### config.mk
export PLATFORM = sky130hd
export DESIGN_NAME = pl0_token_scanner_flat
export DESIGN_NICKNAME = d
export VERILOG_FILES = /design/src/pl0s_pkg.sv /design/src/pl0s_if.sv /design/src/pl0s_front.sv /design/src/pl0s_queue.sv /design/src/pl0s_back.sv /design/src/pl0_token_scanner.sv /design/src/flat_wrapper.sv
export SDC_FILE = /design/constraint.sdc
export NUM_CORES = 1
export LEC_CHECK = 0
export BUFFER_PORTS_ARGS = -buffer_cell sky130_fd_sc_hd__buf_2
export CAP_MARGIN = 0
export CORE_MARGIN = 5
export CORE_UTILIZATION = 40
export DETAILED_ROUTE_END_ITERATION = 10
export GPL_TIMING_DRIVEN = 0
export PLACE_DENSITY = 0.61
export SLEW_MARGIN = 25
export SYNTH_ARGS = -nofsm -noshare
export SYNTH_HDL_FRONTEND = slang
export SYNTH_SLANG_ARGS = --single-unit
### constraint.sdc
create_clock -name clk -period 9.4 [get_ports clk]
set_input_delay 0.47 -clock clk [delete_from_list [all_inputs] [get_ports clk]]
set_output_delay 0.47 -clock clk [all_outputs]
set_load 0.1 [all_outputs]
### src/pl0s_pkg.sv
// ----------------------------------------------------------------------------
// pl0s_pkg: shared types and constants of the PL/0 token scanner
// Token codes, status codes and the record passed from front to back.
// ----------------------------------------------------------------------------
package pl0s_pkg;

  localparam logic [5:0] TK_NONE    = 6'd0;
  localparam logic [5:0] TK_IDENT   = 6'd2;
  localparam logic [5:0] TK_NUMBER  = 6'd3;
  localparam logic [5:0] TK_PLUS    = 6'd4;
  localparam logic [5:0] TK_MINUS   = 6'd5;
  localparam logic [5:0] TK_TIMES   = 6'd6;
  localparam logic [5:0] TK_SLASH   = 6'd7;
  localparam logic [5:0] TK_EQL     = 6'd9;
  localparam logic [5:0] TK_NEQ     = 6'd10;
  localparam logic [5:0] TK_LSS     = 6'd11;
  localparam logic [5:0] TK_LEQ     = 6'd12;
  localparam logic [5:0] TK_GTR     = 6'd13;
  localparam logic [5:0] TK_GEQ     = 6'd14;
  localparam logic [5:0] TK_LPAREN  = 6'd15;
  localparam logic [5:0] TK_RPAREN  = 6'd16;
  localparam logic [5:0] TK_COMMA   = 6'd17;
  localparam logic [5:0] TK_SEMI    = 6'd18;
  localparam logic [5:0] TK_PERIOD  = 6'd19;
  localparam logic [5:0] TK_BECOMES = 6'd20;
  localparam logic [5:0] TK_BEGIN   = 6'd21;
  localparam logic [5:0] TK_END     = 6'd22;
  localparam logic [5:0] TK_IF      = 6'd23;
  localparam logic [5:0] TK_THEN    = 6'd24;
  localparam logic [5:0] TK_WHILE   = 6'd25;
  localparam logic [5:0] TK_DO      = 6'd26;
  localparam logic [5:0] TK_CALL    = 6'd27;
  localparam logic [5:0] TK_CONST   = 6'd28;
  localparam logic [5:0] TK_VAR     = 6'd29;
  localparam logic [5:0] TK_PROC    = 6'd30;
  localparam logic [5:0] TK_WRITE   = 6'd31;
  localparam logic [5:0] TK_READ    = 6'd32;

  localparam logic [1:0] ST_OK       = 2'd0;
  localparam logic [1:0] ST_NUM_LONG = 2'd1;
  localparam logic [1:0] ST_NAME_LONG = 2'd2;
  localparam logic [1:0] ST_BAD_SYM  = 2'd3;

  localparam int NAME_BYTES = 11;

  // One result beat.
  typedef struct packed {
    logic [5:0]  token_code;
    logic [16:0] number_value;
    logic [63:0] name_first;
    logic [23:0] name_rest;
    logic [3:0]  name_length;
    logic [1:0]  status;
    logic        run_last;
  } tok_t;

  // Record handed from the front end to the back end: up to two beats.
  // A name token is still raw here; the back end does the keyword lookup.
  typedef struct packed {
    logic  first_vld;
    tok_t  first;
    logic  second_vld;
    tok_t  second;
  } job_t;

  function automatic logic [5:0] keyword_code(input logic [87:0] nm,
                                              input logic [3:0] len);
    logic [5:0] code;
    code = TK_IDENT;
    unique case (len)
      4'd2: begin
        if (nm[15:0] == "fi") code = TK_IF;
        else if (nm[15:0] == "od") code = TK_DO;
      end
      4'd3: begin
        if (nm[23:0] == "rav") code = TK_VAR;
        else if (nm[23:0] == "dne") code = TK_END;
      end
      4'd4: begin
        if (nm[31:0] == "neht") code = TK_THEN;
        else if (nm[31:0] == "daer") code = TK_READ;
        else if (nm[31:0] == "llac") code = TK_CALL;
      end
      4'd5: begin
        if (nm[39:0] == "tsnoc") code = TK_CONST;
        else if (nm[39:0] == "nigeb") code = TK_BEGIN;
        else if (nm[39:0] == "elihw") code = TK_WHILE;
        else if (nm[39:0] == "etirw") code = TK_WRITE;
      end
      4'd9: begin
        if (nm[71:0] == "erudecorp") code = TK_PROC;
      end
      default: code = TK_IDENT;
    endcase
    return code;
  endfunction

endpackage

### src/pl0s_if.sv
// ----------------------------------------------------------------------------
// pl0s_in_if / pl0s_out_if: valid/ready channels of the token scanner
// Input carries one source byte, output carries one token beat.
// ----------------------------------------------------------------------------
interface pl0s_in_if;
  logic       valid;
  logic       ready;
  logic [7:0] character;
  logic       end_of_text;
  modport source (output valid, character, end_of_text, input ready);
  modport sink (input valid, character, end_of_text, output ready);
endinterface

interface pl0s_out_if;
  logic        valid;
  logic        ready;
  logic [5:0]  token_code;
  logic [16:0] number_value;
  logic [63:0] name_first;
  logic [23:0] name_rest;
  logic [3:0]  name_length;
  logic [1:0]  status;
  logic        run_last;
  modport source (output valid, token_code, number_value, name_first, name_rest,
                  name_length, status, run_last, input ready);
  modport sink (input valid, token_code, number_value, name_first, name_rest,
                name_length, status, run_last, output ready);
endinterface

### src/pl0s_front.sv
// ----------------------------------------------------------------------------
// pl0s_front: character classifier and scanner state machine
// Consumes one byte per beat and produces a job of zero to two raw tokens.
// ----------------------------------------------------------------------------
module pl0s_front #(
  parameter int MaxNameChars = 11,
  parameter int MaxDigits    = 5
) (
  input  logic            clk,
  input  logic            rst_n,
  input  logic            in_valid,
  output logic            in_ready,
  input  logic [7:0]      in_character,
  input  logic            in_end_of_text,
  output logic            job_valid,
  input  logic            job_ready,
  output pl0s_pkg::job_t  job
);

  // The counter serves both names and numbers, so it must hold the larger limit.
  localparam int CntMax = (MaxNameChars > MaxDigits) ? MaxNameChars : MaxDigits;
  localparam int CW = $clog2(CntMax + 1);

  localparam logic [3:0] M_IDLE = 4'd0, M_IDENT = 4'd1, M_NUMBER = 4'd2,
    M_LESS = 4'd3, M_GREATER = 4'd4, M_COLON = 4'd5, M_SLASH = 4'd6,
    M_COMMENT = 4'd7, M_CSTAR = 4'd8, M_HALTED = 4'd9;

  logic [3:0]    mode_r, mode_nxt;
  logic [CW-1:0] cnt_r, cnt_nxt;
  logic [16:0]   acc_r, acc_nxt;
  logic [7:0]    name_r [pl0s_pkg::NAME_BYTES];
  logic          wr_en;

  logic [7:0] c;
  logic is_letter, is_digit, is_space, go;
  logic [16:0] acc_x10;
  logic [3:0] dig;

  pl0s_pkg::tok_t pend_tok, idle_tok;
  logic pend_vld, idle_vld;
  logic [3:0] idle_mode;
  logic [87:0] name_flat;

  assign c = in_character;
  assign is_letter = (c >= "a" && c <= "z") || (c >= "A" && c <= "Z");
  assign is_digit  = c >= "0" && c <= "9";
  assign is_space  = c == " " || (c >= 8'd9 && c <= 8'd13);
  assign dig = 4'(c - "0");
  assign acc_x10 = (acc_r << 3) + (acc_r << 1);
  assign in_ready = job_ready;
  assign go = in_valid && in_ready;

  function automatic pl0s_pkg::tok_t mk(input logic [5:0] code, input logic [1:0] st);
    pl0s_pkg::tok_t t;
    t = '0;
    t.token_code = code;
    t.status = st;
    return t;
  endfunction

  always_comb begin
    for (int i = 0; i < pl0s_pkg::NAME_BYTES; i++) begin
      name_flat[8*i +: 8] = (i < int'(cnt_r) && i < MaxNameChars) ? name_r[i] : 8'd0;
    end
  end

  // What a byte does when scanned from idle.
  always_comb begin
    idle_vld = 1'b0;
    idle_tok = '0;
    idle_mode = M_IDLE;
    if (is_space) begin
      idle_mode = M_IDLE;
    end else if (is_letter) begin
      idle_mode = M_IDENT;
    end else if (is_digit) begin
      idle_mode = M_NUMBER;
    end else begin
      idle_vld = 1'b1;
      unique case (c)
        "<": begin idle_vld = 1'b0; idle_mode = M_LESS; end
        ">": begin idle_vld = 1'b0; idle_mode = M_GREATER; end
        ":": begin idle_vld = 1'b0; idle_mode = M_COLON; end
        "/": begin idle_vld = 1'b0; idle_mode = M_SLASH; end
        "+": idle_tok = mk(pl0s_pkg::TK_PLUS, pl0s_pkg::ST_OK);
        "-": idle_tok = mk(pl0s_pkg::TK_MINUS, pl0s_pkg::ST_OK);
        "*": idle_tok = mk(pl0s_pkg::TK_TIMES, pl0s_pkg::ST_OK);
        "=": idle_tok = mk(pl0s_pkg::TK_EQL, pl0s_pkg::ST_OK);
        "(": idle_tok = mk(pl0s_pkg::TK_LPAREN, pl0s_pkg::ST_OK);
        ")": idle_tok = mk(pl0s_pkg::TK_RPAREN, pl0s_pkg::ST_OK);
        ",": idle_tok = mk(pl0s_pkg::TK_COMMA, pl0s_pkg::ST_OK);
        ";": idle_tok = mk(pl0s_pkg::TK_SEMI, pl0s_pkg::ST_OK);
        ".": idle_tok = mk(pl0s_pkg::TK_PERIOD, pl0s_pkg::ST_OK);
        default: begin
          idle_tok = mk(pl0s_pkg::TK_NONE, pl0s_pkg::ST_BAD_SYM);
          idle_mode = M_HALTED;
        end
      endcase
    end
  end

  // Token pending in the current mode, emitted when it is closed.
  always_comb begin
    pend_tok = '0;
    pend_vld = 1'b1;
    unique case (mode_r)
      M_IDENT: begin
        pend_tok.token_code = pl0s_pkg::TK_IDENT;
        pend_tok.name_first = name_flat[63:0];
        pend_tok.name_rest = name_flat[87:64];
        pend_tok.name_length = 4'(cnt_r);
      end
      M_NUMBER: begin
        pend_tok.token_code = pl0s_pkg::TK_NUMBER;
        pend_tok.number_value = acc_r;
      end
      M_LESS: pend_tok.token_code = pl0s_pkg::TK_LSS;
      M_GREATER: pend_tok.token_code = pl0s_pkg::TK_GTR;
      M_SLASH: pend_tok.token_code = pl0s_pkg::TK_SLASH;
      M_COLON: pend_tok = mk(pl0s_pkg::TK_NONE, pl0s_pkg::ST_BAD_SYM);
      default: pend_vld = 1'b0;
    endcase
  end

  always_comb begin
    mode_nxt = mode_r;
    cnt_nxt = cnt_r;
    acc_nxt = acc_r;
    wr_en = 1'b0;
    job = '0;
    if (mode_r == M_HALTED) begin
      mode_nxt = M_HALTED;
    end else if (in_end_of_text) begin
      job.first_vld = pend_vld;
      job.first = pend_tok;
      mode_nxt = (mode_r == M_COLON) ? M_HALTED : M_IDLE;
    end else begin
      priority if ((mode_r == M_IDENT && (is_letter || is_digit)) ||
                   (mode_r == M_NUMBER && is_digit)) begin
        if (mode_r == M_IDENT && int'(cnt_r) >= MaxNameChars) begin
          job.first_vld = 1'b1;
          job.first = mk(pl0s_pkg::TK_NONE, pl0s_pkg::ST_NAME_LONG);
          mode_nxt = M_HALTED;
        end else if (mode_r == M_NUMBER && int'(cnt_r) >= MaxDigits) begin
          job.first_vld = 1'b1;
          job.first = mk(pl0s_pkg::TK_NONE, pl0s_pkg::ST_NUM_LONG);
          mode_nxt = M_HALTED;
        end else begin
          wr_en = (mode_r == M_IDENT);
          acc_nxt = acc_x10 + 17'(dig);
          cnt_nxt = cnt_r + 1'b1;
        end
      end else if ((mode_r == M_LESS || mode_r == M_GREATER || mode_r == M_COLON)
                   && c == "=") begin
        job.first_vld = 1'b1;
        job.first = mk(mode_r == M_LESS ? pl0s_pkg::TK_LEQ :
                       mode_r == M_GREATER ? pl0s_pkg::TK_GEQ : pl0s_pkg::TK_BECOMES,
                       pl0s_pkg::ST_OK);
        mode_nxt = M_IDLE;
      end else if (mode_r == M_LESS && c == ">") begin
        job.first_vld = 1'b1;
        job.first = mk(pl0s_pkg::TK_NEQ, pl0s_pkg::ST_OK);
        mode_nxt = M_IDLE;
      end else if (mode_r == M_COLON) begin
        job.first_vld = 1'b1;
        job.first = pend_tok;
        mode_nxt = M_HALTED;
      end else if (mode_r == M_SLASH && c == "*") begin
        mode_nxt = M_COMMENT;
      end else if (mode_r == M_COMMENT) begin
        if (c == "*") mode_nxt = M_CSTAR;
      end else if (mode_r == M_CSTAR) begin
        if (c == "/") mode_nxt = M_IDLE;
        else if (c != "*") mode_nxt = M_COMMENT;
      end else begin
        // Close any pending token, then scan the byte from idle.
        job.first_vld = pend_vld;
        job.first = pend_tok;
        job.second_vld = idle_vld;
        job.second = idle_tok;
        mode_nxt = idle_mode;
        if (is_letter || is_digit) begin
          cnt_nxt = CW'(1);
          acc_nxt = 17'(dig);
          wr_en = is_letter;
        end
      end
    end
    // Compact so that a lone beat sits in the first slot.
    if (!job.first_vld && job.second_vld) begin
      job.first_vld = 1'b1;
      job.first = job.second;
      job.second_vld = 1'b0;
    end
    if (job.second_vld) job.second.run_last = 1'b1;
    else job.first.run_last = 1'b1;
  end

  assign job_valid = go && job.first_vld;

  always_ff @(posedge clk) begin
    if (!rst_n) begin
      mode_r <= M_IDLE;
      cnt_r <= '0;
      acc_r <= '0;
    end else if (go) begin
      mode_r <= mode_nxt;
      cnt_r <= cnt_nxt;
      acc_r <= acc_nxt;
    end
  end

  // Name store: written at the next free place; a write past the end is dropped.
  always_ff @(posedge clk) begin
    if (go && wr_en) begin
      for (int i = 0; i < pl0s_pkg::NAME_BYTES; i++) begin
        if ((mode_r == M_IDENT) ? (int'(cnt_r) == i) : (i == 0)) name_r[i] <= c;
      end
    end
  end

endmodule

### src/pl0s_queue.sv
// ----------------------------------------------------------------------------
// pl0s_queue: two-entry job queue between front and back
// Full throughput with registered outputs on both sides.
// ----------------------------------------------------------------------------
module pl0s_queue (
  input  logic           clk,
  input  logic           rst_n,
  input  logic           wr_valid,
  output logic           wr_ready,
  input  pl0s_pkg::job_t wr_job,
  output logic           rd_valid,
  input  logic           rd_ready,
  output pl0s_pkg::job_t rd_job
);

  pl0s_pkg::job_t mem_r [2];
  logic        wp_r, rp_r;
  logic [1:0]  cnt_r;
  logic        wr, rd;

  assign wr_ready = cnt_r != 2'd2;
  assign rd_valid = cnt_r != 2'd0;
  assign rd_job = mem_r[rp_r];
  assign wr = wr_valid && wr_ready;
  assign rd = rd_valid && rd_ready;

  always_ff @(posedge clk) begin
    if (!rst_n) begin
      wp_r <= 1'b0;
      rp_r <= 1'b0;
      cnt_r <= 2'd0;
    end else begin
      if (wr) wp_r <= ~wp_r;
      if (rd) rp_r <= ~rp_r;
      cnt_r <= cnt_r + {1'b0, wr} - {1'b0, rd};
    end
  end

  always_ff @(posedge clk) begin
    if (wr) mem_r[wp_r] <= wr_job;
  end

endmodule

### src/pl0s_back.sv
// ----------------------------------------------------------------------------
// pl0s_back: keyword lookup and beat serializer
// Resolves reserved words and sends the one or two beats of each job.
// ----------------------------------------------------------------------------
module pl0s_back (
  input  logic           clk,
  input  logic           rst_n,
  input  logic           job_valid,
  output logic           job_ready,
  input  pl0s_pkg::job_t job,
  output logic           out_valid,
  input  logic           out_ready,
  output pl0s_pkg::tok_t out_tok
);

  logic           valid_r;
  pl0s_pkg::tok_t tok_r;
  logic           sel_r;
  logic           take, last_of_job;
  pl0s_pkg::tok_t raw, res;

  assign raw = sel_r ? job.second : job.first;
  assign last_of_job = sel_r || !job.second_vld;
  assign take = job_valid && (!valid_r || out_ready);
  assign job_ready = take && last_of_job;

  always_comb begin
    res = raw;
    if (raw.token_code == pl0s_pkg::TK_IDENT) begin
      res.token_code = pl0s_pkg::keyword_code({raw.name_rest, raw.name_first},
                                              raw.name_length);
      if (res.token_code != pl0s_pkg::TK_IDENT) begin
        res.name_first = '0;
        res.name_rest = '0;
        res.name_length = '0;
      end
    end
  end

  always_ff @(posedge clk) begin
    if (!rst_n) begin
      valid_r <= 1'b0;
      sel_r <= 1'b0;
    end else begin
      if (take) sel_r <= !last_of_job;
      if (take) valid_r <= 1'b1;
      else if (out_ready) valid_r <= 1'b0;
    end
  end

  always_ff @(posedge clk) begin
    if (take) tok_r <= res;
  end

  assign out_valid = valid_r;
  assign out_tok = tok_r;

endmodule

### src/pl0_token_scanner.sv
// Path: a token is held in the job queue, then in the back end output register.
// Throughput: one byte per cycle while the job queue has room; a byte that yields
// two tokens sends them in turn through the back end's single output register.
// Reset: synchronous, active low; the scanner returns to idle, clears its counters
// and queue, and leaves a halt after an error.
// ----------------------------------------------------------------------------
// pl0_token_scanner: PL/0 lexical scanner
// Turns a stream of source bytes into PL/0 tokens, one beat per token.
// ----------------------------------------------------------------------------
// The front end tracks the scan mode, the name characters and the digit count,
// and closes tokens when a delimiter arrives. Each accepted byte makes a job of
// zero, one or two raw tokens; jobs go through a two-entry queue so that the
// front keeps taking bytes while the output is stalled, until the queue is full.
// The back end looks up reserved words and sends the beats of each job in order,
// marking the last beat of a byte with run_last. After any error beat the front
// halts and drops every later byte until reset.
module pl0_token_scanner #(
  parameter int MaxNameChars = 11,
  parameter int MaxDigits    = 5
) (
  input logic        clk,
  input logic        rst_n,
  pl0s_in_if.sink    in_ch,
  pl0s_out_if.source out_ch
);

  logic           fj_valid, fj_ready, bj_valid, bj_ready;
  pl0s_pkg::job_t fj, bj;
  pl0s_pkg::tok_t tok;

  pl0s_front #(.MaxNameChars(MaxNameChars), .MaxDigits(MaxDigits)) u_front (
    .clk(clk), .rst_n(rst_n),
    .in_valid(in_ch.valid), .in_ready(in_ch.ready),
    .in_character(in_ch.character), .in_end_of_text(in_ch.end_of_text),
    .job_valid(fj_valid), .job_ready(fj_ready), .job(fj)
  );

  pl0s_queue u_queue (
    .clk(clk), .rst_n(rst_n),
    .wr_valid(fj_valid), .wr_ready(fj_ready), .wr_job(fj),
    .rd_valid(bj_valid), .rd_ready(bj_ready), .rd_job(bj)
  );

  pl0s_back u_back (
    .clk(clk), .rst_n(rst_n),
    .job_valid(bj_valid), .job_ready(bj_ready), .job(bj),
    .out_valid(out_ch.valid), .out_ready(out_ch.ready), .out_tok(tok)
  );

  assign out_ch.token_code   = tok.token_code;
  assign out_ch.number_value = tok.number_value;
  assign out_ch.name_first   = tok.name_first;
  assign out_ch.name_rest    = tok.name_rest;
  assign out_ch.name_length  = tok.name_length;
  assign out_ch.status       = tok.status;
  assign out_ch.run_last     = tok.run_last;

endmodule

### src/flat_wrapper.sv
// flat-port wrapper written by rule: the top's interface ports become plain ports
module pl0_token_scanner_flat 
#(
  parameter int MaxNameChars = 11,
  parameter int MaxDigits    = 5
)
  (clk, rst_n, in_ch_valid, in_ch_character, in_ch_end_of_text, in_ch_ready, out_ch_valid, out_ch_token_code, out_ch_number_value, out_ch_name_first, out_ch_name_rest, out_ch_name_length, out_ch_status, out_ch_run_last, out_ch_ready);
  pl0s_in_if in_ch_i ();
  pl0s_out_if out_ch_i ();
  input logic clk;
  input logic rst_n;
  input wire logic [$bits(in_ch_i.valid)-1:0] in_ch_valid;
  input wire logic [$bits(in_ch_i.character)-1:0] in_ch_character;
  input wire logic [$bits(in_ch_i.end_of_text)-1:0] in_ch_end_of_text;
  output wire logic [$bits(in_ch_i.ready)-1:0] in_ch_ready;
  output wire logic [$bits(out_ch_i.valid)-1:0] out_ch_valid;
  output wire logic [$bits(out_ch_i.token_code)-1:0] out_ch_token_code;
  output wire logic [$bits(out_ch_i.number_value)-1:0] out_ch_number_value;
  output wire logic [$bits(out_ch_i.name_first)-1:0] out_ch_name_first;
  output wire logic [$bits(out_ch_i.name_rest)-1:0] out_ch_name_rest;
  output wire logic [$bits(out_ch_i.name_length)-1:0] out_ch_name_length;
  output wire logic [$bits(out_ch_i.status)-1:0] out_ch_status;
  output wire logic [$bits(out_ch_i.run_last)-1:0] out_ch_run_last;
  input wire logic [$bits(out_ch_i.ready)-1:0] out_ch_ready;
  assign in_ch_i.valid = in_ch_valid;
  assign in_ch_i.character = in_ch_character;
  assign in_ch_i.end_of_text = in_ch_end_of_text;
  assign in_ch_ready = in_ch_i.ready;
  assign out_ch_valid = out_ch_i.valid;
  assign out_ch_token_code = out_ch_i.token_code;
  assign out_ch_number_value = out_ch_i.number_value;
  assign out_ch_name_first = out_ch_i.name_first;
  assign out_ch_name_rest = out_ch_i.name_rest;
  assign out_ch_name_length = out_ch_i.name_length;
  assign out_ch_status = out_ch_i.status;
  assign out_ch_run_last = out_ch_i.run_last;
  assign out_ch_i.ready = out_ch_ready;
  pl0_token_scanner #(.MaxNameChars(MaxNameChars), .MaxDigits(MaxDigits)) u_core (.clk(clk), .rst_n(rst_n), .in_ch(in_ch_i), .out_ch(out_ch_i));
endmodule
* Word level (Yosys, flattened, before mapping) *
Memory sizes are Yosys's and may differ from the RTL's. A register that Yosys moved wholly into a read port is not among the register bits.
Cells that the tools add are included.

operators by class
  multiplexer cells = 194
  $lt $le $gt $ge = 21
  divide/modulo/power cells = 0
  reduce and logical (&&, ||, !) cells = 50
  add/sub/neg operators = 6
  equality and inequality tests = 65
  shift-type cells = 0
  $mul = 0
  bitwise logic cells = 4

operators with widths
  operator              number
  $mux 119              12
  $pmux 117 s10         1
  $mux 238              4
  $mux 117              3
  $mux 92               3
  $mux 17               11
  $mux 8                21
  $eq 40x39->1 const B  4
  $mux 4                38
  $mux 120              1
  $mux 118              1
  $eq 8x6->1 const B    14
  $eq 32x31->1 const B  3
  $reduce_or 8->1       10
  $mux 1                79
  $eq 72x71->1 const B  1
  $mux 5                12
  $eq 24x23->1 const B  2
  $eq 4x4->1 const B    10
  $pmux 4 s5            2
  $eq 16x15->1 const B  2
  $eq 4x3->1 const B    8
  $pmux 6 s5            1
  $mux 6                4
  39 further kinds      93

word-level totals
  latch bits = 0
  register bits after elaboration = 149
  logic and storage cells = 357
  bits in read-only memories = 0
  memories = 2
  output and inout port bits = 120
  bits in writable memories = 564

memory list
  memory                 depth  width  read ports  clocked after Yosys merged registers in  wr ports  RTL line          text
  u_core.u_queue.mem_r   2      238    1           1                                        1         pl0s_queue.sv:16  pl0s_pkg::job_t mem_r [2];
  u_core.u_front.name_r  11     8      11          0                                        1         pl0s_front.sv:31  logic [7:0] name_r [pl0s_pkg::NAME_BYTES];

* Logic depth before layout (Yosys ltp) *
  depth in word-level cells = 28
  depth in mapped cells = 15

* Hierarchy *
From an unflattened synthesis, not the netlist that was laid out.

second synthesis, totals
  cell total of the unflattened synthesis = 2,221
  area, all modules = 32,722.6 um^2

by module, submodules not included
  module      cells an instance  times used  sequential area each (um^2)  area an instance (um^2)
  pl0s_queue  770                1           14,393.8                     17,501.8
  pl0s_front  768                1           3,143.0                      7,696.1
  pl0s_back   683                1           3,583.4                      7,524.7

* Worst setup path before layout *
Ideal clock, no wire load.

  path type = input -> register
  from = in in_ch_character[3]
  to = mem u_core.u_queue.mem_r[0][112] (netlist bit), enable pin
  arrival = 7.543 ns
  setup time = 0.610 ns
  setup slack = 1.248 ns
  stages = 9
  required time = 8.790 ns
  cells stage by stage = clkbuf_1 -> or4_1 -> o221a_2 -> a2bb2oi_2 -> and4_1 -> buf_2 -> nand3_1 -> a21o_1 -> nor2_1

on the way
  cells in the longest elaborated chain, start to end = 21

RTL lines
  item                                                 RTL line            text
  from (decl)                                          flat_wrapper.sv:13  input wire logic [$bits(in_ch_i.character)-1:0] in_ch_character;
  branches (longest 14 deep; another with $ge 8x6->1)  n/a
  $mux 238 (*)                                         pl0s_front.sv:131   if (mode_r == M_HALTED) begin
  $logic_and 1x1->1                                    pl0s_front.sv:190   if (!job.first_vld && job.second_vld) begin
  $mux 120 (*)                                         pl0s_front.sv:190
  $logic_and 1x1->1 (*)                                pl0s_front.sv:199   assign job_valid = go && job.first_vld;
  $logic_and 1x1->1 (*)                                pl0s_queue.sv:24    assign wr = wr_valid && wr_ready;
  $mux 1 (*)                                           pl0s_queue.sv:40    if (wr) mem_r[wp_r] <= wr_job;
  $mux 1 (not written as such) (*)                     pl0s_queue.sv:40
  to (decl)                                            pl0s_queue.sv:16

Mark *: on every way between the ends.

==> impl_metrics.csv <==
group,metric,value,unit
detailed_routing,routed_via_density,5.68,
logic_synthesis,synth_nets,1664,
finish,diodes,0,
timing,slew_headroom,0.307,
timing,rsz0062_at_grt,"false",
finish,fill_cells,4763,
power_and_ir_drop,p_int,4730,uW
clock_network,postCtsSetupRepairBufs,0,
die,die_x,243,um
detailed_routing,drt_wl_total,60900,um
place,place_area,0.0238,mm^2
job,drv_cap,0,
detailed_routing,first_iter_violations,1331,
die,fp-row-count,85,
power_and_ir_drop,power.share.switching,0.454,
clock_network,cts_buffers,51,
worst_hold_path,hold_class,"primary input to flop",
finish,drive_gt1_frac,0.156,
die,coreArea,0.0538,mm^2
logic_synthesis,synth_cells,1614,
finish,finalInstanceArea,0.0254,mm^2
timing,slew_violations,0,
global_routing,grt_pass1_wl,91300,um
outcome,status,"complete, no violations",
logic_synthesis,synth_area_leaders,"edfxtp_1 (63%), mux2i_1 (4.8%), nor2_1 (3.1%)",
timing,tightest_slew,1.04,ns
logic_synthesis,synth_area_leader_cell,"edfxtp_1",
clock_network,cts.clk_slew.worst_paths,0.06,ns
critical_path,critical_path.max_stage_delay,0.74,ns
clock_network,cts_resized,0,
finish,regArea,0.0143,mm^2
critical_path,crit_required,9.67,ns
power_and_ir_drop,powerDensity,341,mW/mm^2
clock_network,cts-hold-fix-buffers,0,
die,io_pins,133,
detailed_routing,dr.pass1.iters,5,
logic_synthesis,synth_commonest_cells,"edfxtp_1 (454), nor2_1 (179), mux2i_1 (105), and2_1 (85), nand2_1 (63)",
finish,area_delta_synth_final,16.9,%
clock_network,cts_tree,"built",
critical_path,slowest_stage,"clkbuf_1",
detailed_routing,remaining_drc_errors,0,
global_routing,grt_start_max_net_pins,31,
timing,fin_worst_skew,0.0202,ns
global_routing,overflow,0,
logic_synthesis,synth.most_common_cell,"edfxtp_1",
critical_path,crit_top_cell,"buf_2",
logic_synthesis,synth_area,0.0218,mm^2
logic_synthesis,synth-edff-count,454,
logic_synthesis,async_reset_ff_frac,0,
finish,post-route-util,0.473,
logic_synthesis,synth_top_area_frac,0.626,
timing,fin_crit,5.22,ns
logic_synthesis,ys_types,88,
place,dp_slack,4.35,ns
critical_path,crit_type,"flop to flop",
timing,period_share,0.555,
timing,fin_ws,4.18,ns
power_and_ir_drop,clkPwrFrac,0.232,
critical_path,end_kind,"flop",
global_routing,grt_pass1_vias,14500,
clock_network,clk_path_buf_depth,3,
logic_synthesis,ys_ff_latch,486,
global_routing,grt_use_total,0.200,
die,die-area,0.0592,mm^2
logic_synthesis,seq_area_frac_synth,0.656,
critical_path,cp.arrival,5.48,ns
timing,max_freq,0.192,GHz
finish,multi_input_area,0.00706,mm^2
critical_path,cp_max_fo,10,
place,hpwl,43800,um
detailed_routing,dr_total_vias,14500,
timing,setup_viol,0,
power_and_ir_drop,ir_drop,0.250,mV
clock_network,cts-htree-levels,2,
die,initial_core_util,0.404,
critical_path,cp-start-kind,"flop",
die,dieHeight,243,um
detailed_routing,antenna_left,0,
finish,nets,1866,
power_and_ir_drop,p_sw,3940,uW
critical_path,crit_chain,"buf_2 > buf_2 > buf_1 > clkbuf_1 > a31oi_1 > a221oi_1 > nand2_1 > nor4_1 > a211oi_1 > o221ai_1 > a2111oi_0",
logic_synthesis,avgSynthCellArea,13.5,um^2
global_routing,antenna_found_initial,0,
power_and_ir_drop,p_leak,0.00899,uW
power_and_ir_drop,p_seq_frac,0.347,
power_and_ir_drop,total_power,8670,uW
logic_synthesis,yosysWarnings,0,
clock_network,cts-root-buf,"clkbuf_16",
place,numPortBuffers,131,
clock_network,cts.sinks,486,
logic_synthesis,synth_top_flop_cell,"edfxtp_1",
detailed_routing,post_drt_wl_per_cell,23.9,um
clock_network,clkLatencyLatePin,0.60,ns
place,gp_congestion,0.913,
timing,hold_viol,0,
power_and_ir_drop,combPwrFrac,0.421,
==> cell families after synthesis <==
kind of cell             synth area share
AO/OA/AOI/OAI                      0.0794
XOR/XNOR                          0.00765
adder cells (fa/ha/maj)            0.0220
buffers and inverters              0.0209
flip-flops                          0.656
multiplexers                       0.0566
AND/OR/NAND/NOR                     0.158
==> worst max-delay path, delay by kind of cell (launching register included) <==
family	cells	cell delay (ns)
buffers and inverters	4	2.03
AO/OA/AOI/OAI	5	1.81
flip-flops	1	0.37
AND/OR/NAND/NOR	2	0.65
==> routing by layer <==
layer  wire, um  GRT usage  share of wire
met1      25900      0.265           0.42
met4       1690     0.0571          0.028
met2      29800      0.342           0.49
met3       3610     0.0334          0.059
met5          0          0              0
==> cells in the final DEF (no fill, tap or decap), types with 25 or more instances in the layout <==
| cell | n |
|---|---|
| nand2_1 | 63 |
| nor3_1 | 28 |
| nor2b_1 | 35 |
| a21oi_1 | 43 |
| and3_1 | 51 |
| and2_1 | 85 |
| dfxtp_1 | 32 |
| buf_2 | 150 |
| mux2i_1 | 105 |
| a22oi_1 | 25 |
| ha_1 | 35 |
| clkbuf_1 | 56 |
| nand3_1 | 28 |
| o21ai_0 | 29 |
| nor2_1 | 176 |
| edfxtp_1 | 454 |
| clkbuf_16 | 52 |
==> layout make-up <==
class	instances	area share
flip-flops and latches	486	0.561
multi-input cells	1028	0.278
clock buffers	67	0.0538
repair buffers	149	0.0430
well taps	696	0.0342
plain buffers	75	0.0142
clock inverters	26	0.0121
inverters	25	0.00369
==> power by group through the flow <==
stage	logic [uW]	clock network [uW]	registers (uW)
floorplan	933	0	4960
global placement	3560	0	3140
detailed placement	3670	0	3050
CTS	3680	2050	3010
global route	3800	2150	3050
finish	3660	2010	3010
==> per-stage QoR <==
stage | TNS [ns] | hold WS, ns | std cells
after global placement | -750.14 | 0.518 | 2441
after CTS | 0 | 0.191 | 2552
after detailed placement | 0 | 0.526 | 2459
final | 0 | 0.219 | 2552
after global routing | 0 | 0.202 | 2552
after floorplan | 0 | 0.479 | 1614
==> flip-flops by register name, summed over array words and instances (netlist names), named ones only <==
signal                   flops
u_core.u_queue.mem_r       248
u_core.u_back.out_tok      118
u_core.u_front.name_r       88
u_core.u_front.acc_r        17
u_core.u_front.cnt_r         4
u_core.u_front.mode_r        4
u_core.u_queue.cnt_r         2
u_core.u_back.out_valid      1
u_core.u_back.sel_r          1
u_core.u_queue.rp_r          1
u_core.u_queue.wp_r          1
==> worst paths after layout <==
kind / start / to / slack [ns] / depth (start not counted)
max reg2reg: u_core.u_back.sel_r / u_core.u_back.out_tok[40] / 4.18 / 11
min: rst_n / u_core.u_front.mode_r[1] / 0.22 / 2
min reg2reg: u_core.u_front.name_r[10][7] / u_core.u_queue.mem_r[1][149] / 0.53 / 1
max: u_core.u_back.sel_r / u_core.u_back.out_tok[40] / 4.18 / 11
No activity file was read; power rests on OpenSTA's default activity.
